**src/hdl/trv_ram.sv**
```systemverilog
module trv_ram #(
   parameter int WIDTH = 96,
   parameter int DEPTH = 32
) (
   input  logic                     clock,
   input  logic                     wr_en,
   input  logic [$clog2(DEPTH)-1:0] wr_addr,
   input  logic [WIDTH-1:0]         wr_data,
   input  logic [$clog2(DEPTH)-1:0] rd_addr,
   output logic [WIDTH-1:0]         rd_data
);

   logic [WIDTH-1:0] mem_ff [DEPTH];

   always_ff @(posedge clock) begin
      if (wr_en) begin
         mem_ff[wr_addr] <= wr_data;
      end
      rd_data <= mem_ff[rd_addr];
   end

endmodule

```
**config.mk**
```make
export PLATFORM = sky130hd
export DESIGN_NAME = trv_ram
export DESIGN_NICKNAME = d
export VERILOG_FILES = /design/src/hdl/trv_ram.sv
export SDC_FILE = /design/constraint.sdc
export NUM_CORES = 2
export LEC_CHECK = 0
export BUFFER_PORTS_ARGS = -buffer_cell sky130_fd_sc_hd__buf_4
export CORE_MARGIN = 2
export CORE_UTILIZATION = 42
export CTS_BUF_LIST = sky130_fd_sc_hd__clkbuf_8
export CTS_CLUSTER_SIZE = 28
export DETAILED_ROUTE_END_ITERATION = 8
export REMOVE_ABC_BUFFERS = 1
export SLEW_MARGIN = 20
export SYNTH_ARGS = -nofsm -noshare
export SYNTH_HDL_FRONTEND = slang
export SYNTH_SLANG_ARGS = --single-unit
```
**constraint.sdc**
```tcl
create_clock -name clock -period 6.6 [get_ports clock]
set_input_delay 1.65 -clock clock [delete_from_list [all_inputs] [get_ports clock]]
set_output_delay 1.65 -clock clock [all_outputs]
set_load 0.05 [all_outputs]
```
# Yosys cells after proc, flatten, opt, wreduce, memory -nomap -nowiden
# Memories as Yosys holds them, arrays and structs flattened. A register that Yosys moved wholly into a read port is not among the register bits.
# Index checks and enable logic that the tools add are counted.
# W data, S select, Z words.
[word_totals] mem_count=1 ramBits=3072 out_inout_bits=96 latchBits=0 input_bits=108 rom_bits=0 reg_bits=0
[memory_table] name="mem_ff" words=32 word_bits=96 rd=1 rd_clocked_by_memory_dff=1 wr=1 line_no="13" text="logic [WIDTH-1:0] mem_ff [DEPTH];"
[classes] n_mux=2 n_reduce_logical=0 mul=0 magnitude_cmp=0 n_addsub=0 shifts=0 n_div=0 n_bitwise=0 eq_ne=0
[op_table] cell="$mux W1" count=2

# Longest topological paths before layout
[depth] ltp_word=2 mapped_depth=9 ltp_nobuf=4

# Worst setup path before layout
# OpenSTA, ideal clock, no wires.
[synth_timing] path_kind="input to register" from="input wr_addr[1]" to="memory mem_ff[12][0] (enable)" arrival_ps=6309 required_ps=6048 cell_stages=3 path_slack_ps=-260 path_cell_list="or3b_2 clkbuf_1 nor2_1"
[synth_rtl] item="start, declared" line_no="7" text="input logic [$clog2(DEPTH)-1:0] wr_addr,"
[synth_rtl] item="end, declared" line_no="13"
# No word-level cell before the write port.

==> out/qor.txt <==
commonest cells after routing, fill and taps aside: edfxtp_1 (3072), mux2i_1 (768), clkbuf_8 (550)
gate count after technology mapping: 5604
Core ar.: 282000 sq um
CTS tree: yes
Worst setup SP type: input port
Area growth syn-to-layout: 13.9%
drt drc: 0
CP delay by family, top: buffers and inverters
Clk pwr share: 39.2%
# hold bufs at CTS: 0
Flop pwr share: 55.3%
initial antenna violation count: 25
final setup fails: 0
CTS Buffer Depth: 4
clock sink count: 3168
sequential-to-total area share from yosys stat: 79.4%
Clock Skew: 0.0607 ns
Ports: 204
Die Ht: 535 um
Die ar.: 287000 sq um
post-cts sizing count: 0
Post-CTS Setup Bufs: 0
synthesized area per cell: 21.2 sq um
H-tree depth: 6
root buf cell: clkbuf_8
layout cells sized above 1: 22.2%
Overflow after GRT: 0
CP most frequent cell: buf_4
Worst Tran Pin Value: 1.19 ns
Cell Area, Synth: 119000 sq um
most common cell after layout, fill and taps aside: edfxtp_1
Chip Width: 535 um
Worst path slowest cell: buf_4
Worst EP arrival: 4.47 ns
Slew HR: 20.4%
Post-Route WL: 309000 um
Initial Util: 42.1%
CP max stage delay: 0.69 ns
gpl congestion: 0.755
CP max FO: 58
number of global-route vias before repair: 60400
largest net degree at the start of global routing: 126
DRT iter0 DRCs: 6379
Psw: 9470 uW
Yosys Warn Count: 0
post-layout min period: 3.61 ns
worst path buffer plus inverter count: 3
pwr/cell area: 301 nW/um^2
Max Clk Rate: 277 MHz
Power, Total: 40700 uW
Via density: 5.73
Crit. End Element: flop
Via Count: 59200
register bit total from synthesis: 3168
setup tns final: 0 ns
fin nets: 6282
WP data required: 7.46 ns
combinational power share: 5.5%
Worst Hold Class: flop to flop
Hold Fails Final Rpt: 0
Final ANT Viol Nets: 0
post-DR wirelength/cell: 29.9 um
clk_lat worst skew: 1.04 ns
Peak supply drop: 175 uV
GRT Util Overall: 21.2%
Final Max Tran Viols: 0
Num CTS Buffers: 523
status: complete, no violations
Pint: 31200 uW
fillers: 23200
Max-Cap Viols: 0
first-pass GRT wire length: 438000 um
clock-pin slew on the worst setup and hold paths: 0.06 ns
1st-pass router iterations: 5
setup repair after global routing missed its margin: no
Layout Cells excl Fill: 10300
# rows: 195
Post-DP HPWL: 158000 um
Placed Instances: 9392
leakage power: 0.0448 uW
Port Buffers: 203
final worst-path cycle share: 54.8%
synth unique cells: 30
cells along the critical path: buf_8 > buf_4 > buf_4 > mux4_2 > a22o_1 > a31oi_1 > nand3_1
Sw Share: 23.3%
Crit Path Category: input port to flop
[kinds of logic (layout without fill, tap and decap cells)]
logic type,after synthesis,in the layout,synth area share (%)
compound gates,627,627,3.96
other cells,0,11,0
mux,1152,1152,13.8
simple gates,338,338,1.47
buf+inv,319,1302,1.36
flops,3168,3168,79.4
[Yosys cell counts]
cell type  count  area, sq um
a31oi_1       51          319
mux2i_1      768         7690
nand4_1       45          282
or3b_2         2         17.5
and3b_1        1         8.76
inv_1          1         3.75
buf_4         33          248
nand3_1      194          971
mux4_2       384         8650
and2_1        10         62.6
buf_1         15         56.3
nor3_1         3         15.0
nor2_2         1         6.26
dfxtp_1       96         1920
nor2_1        45          169
a22o_1        51          447
edfxtp_1    3072        92200
nand2b_1       1         6.26
buf_2        111          556
buf_6         20          225
a21oi_1        9         45.0
nand2_1       12         45.0
nor3_2         2         20.0
nor2b_1       15         93.8
a32oi_1        5         43.8
nand3b_1       5         37.5
clkbuf_1     139          522
or3_1          1         6.26
a22oi_1      511         3840
and3_1         1         6.26
[final timing paths]
kind / from / to / slack, ns / cells after the start
hold reg to reg: mem_ff[20][68] / rd_data[68] / 0.64 / 4
hold / removal: mem_ff[20][68] / rd_data[68] / 0.64 / 4
setup reg to reg: mem_ff[15][44] / rd_data[44] / 4.75 / 4
setup / recovery: rd_addr[0] / rd_data[69] / 2.99 / 7
[routing by layer]
metal | GRT usage, % | vias up | routed length, um
met1 | 29.5 | 31600 | 130000
met2 | 34.2 | 2310 | 149000
met5 | 0 | - | 99
met3 | 3.74 | 530 | 21700
met4 | 6.26 | 16 | 8370
li1 | - | 24800 | -
[worst min-delay path: stages (launching register included)]
cell      delay, ns
edfxtp_1       0.32
mux2i_1        0.06
nand2_1        0.06
nand3_1        0.09
nand4_1        0.08
[power groups by stage]
stage / Combinational [uW] / Sequential [uW] / Clock [uW]
global placement: 2220 / 22900 / 0
finish: 2230 / 22500 / 15900
CTS: 2250 / 22500 / 16300
floorplan: 803 / 23200 / 0
detailed placement: 2250 / 22900 / 0
global route: 2370 / 22500 / 17200
[stage by stage]
stage	instance area, sq um	hold WS [ns]	utilization [%]	worst slack (ns)
final	135000	0.636	48.0	2.99
after floorplan	117000	0.549	-	-0.186
after global routing	135000	0.675	48.0	2.80
after detailed placement	125000	0.620	44.5	1.88
after global placement	125000	0.609	44.5	1.89
after CTS	135000	0.639	48.0	2.97
[sequential cells by signal (all words and copies together) (netlist names)]
name,flops
rd_data,96
mem_ff,3072
[final cells by class]
class | count | area, sq um | area share (%)
sequential | 3168 | 94200 | 69.7
multi-input combinational | 2117 | 23100 | 17.1
clock buffer | 550 | 7570 | 5.60
tap | 3743 | 4680 | 3.47
timing repair buffer | 363 | 3410 | 2.53
clock inverter | 388 | 2050 | 1.52
antenna | 11 | 27.5 | 0.0204
inverter | 1 | 3.75 | 0.00278
No activity file was read; power rests on OpenSTA's default activity.
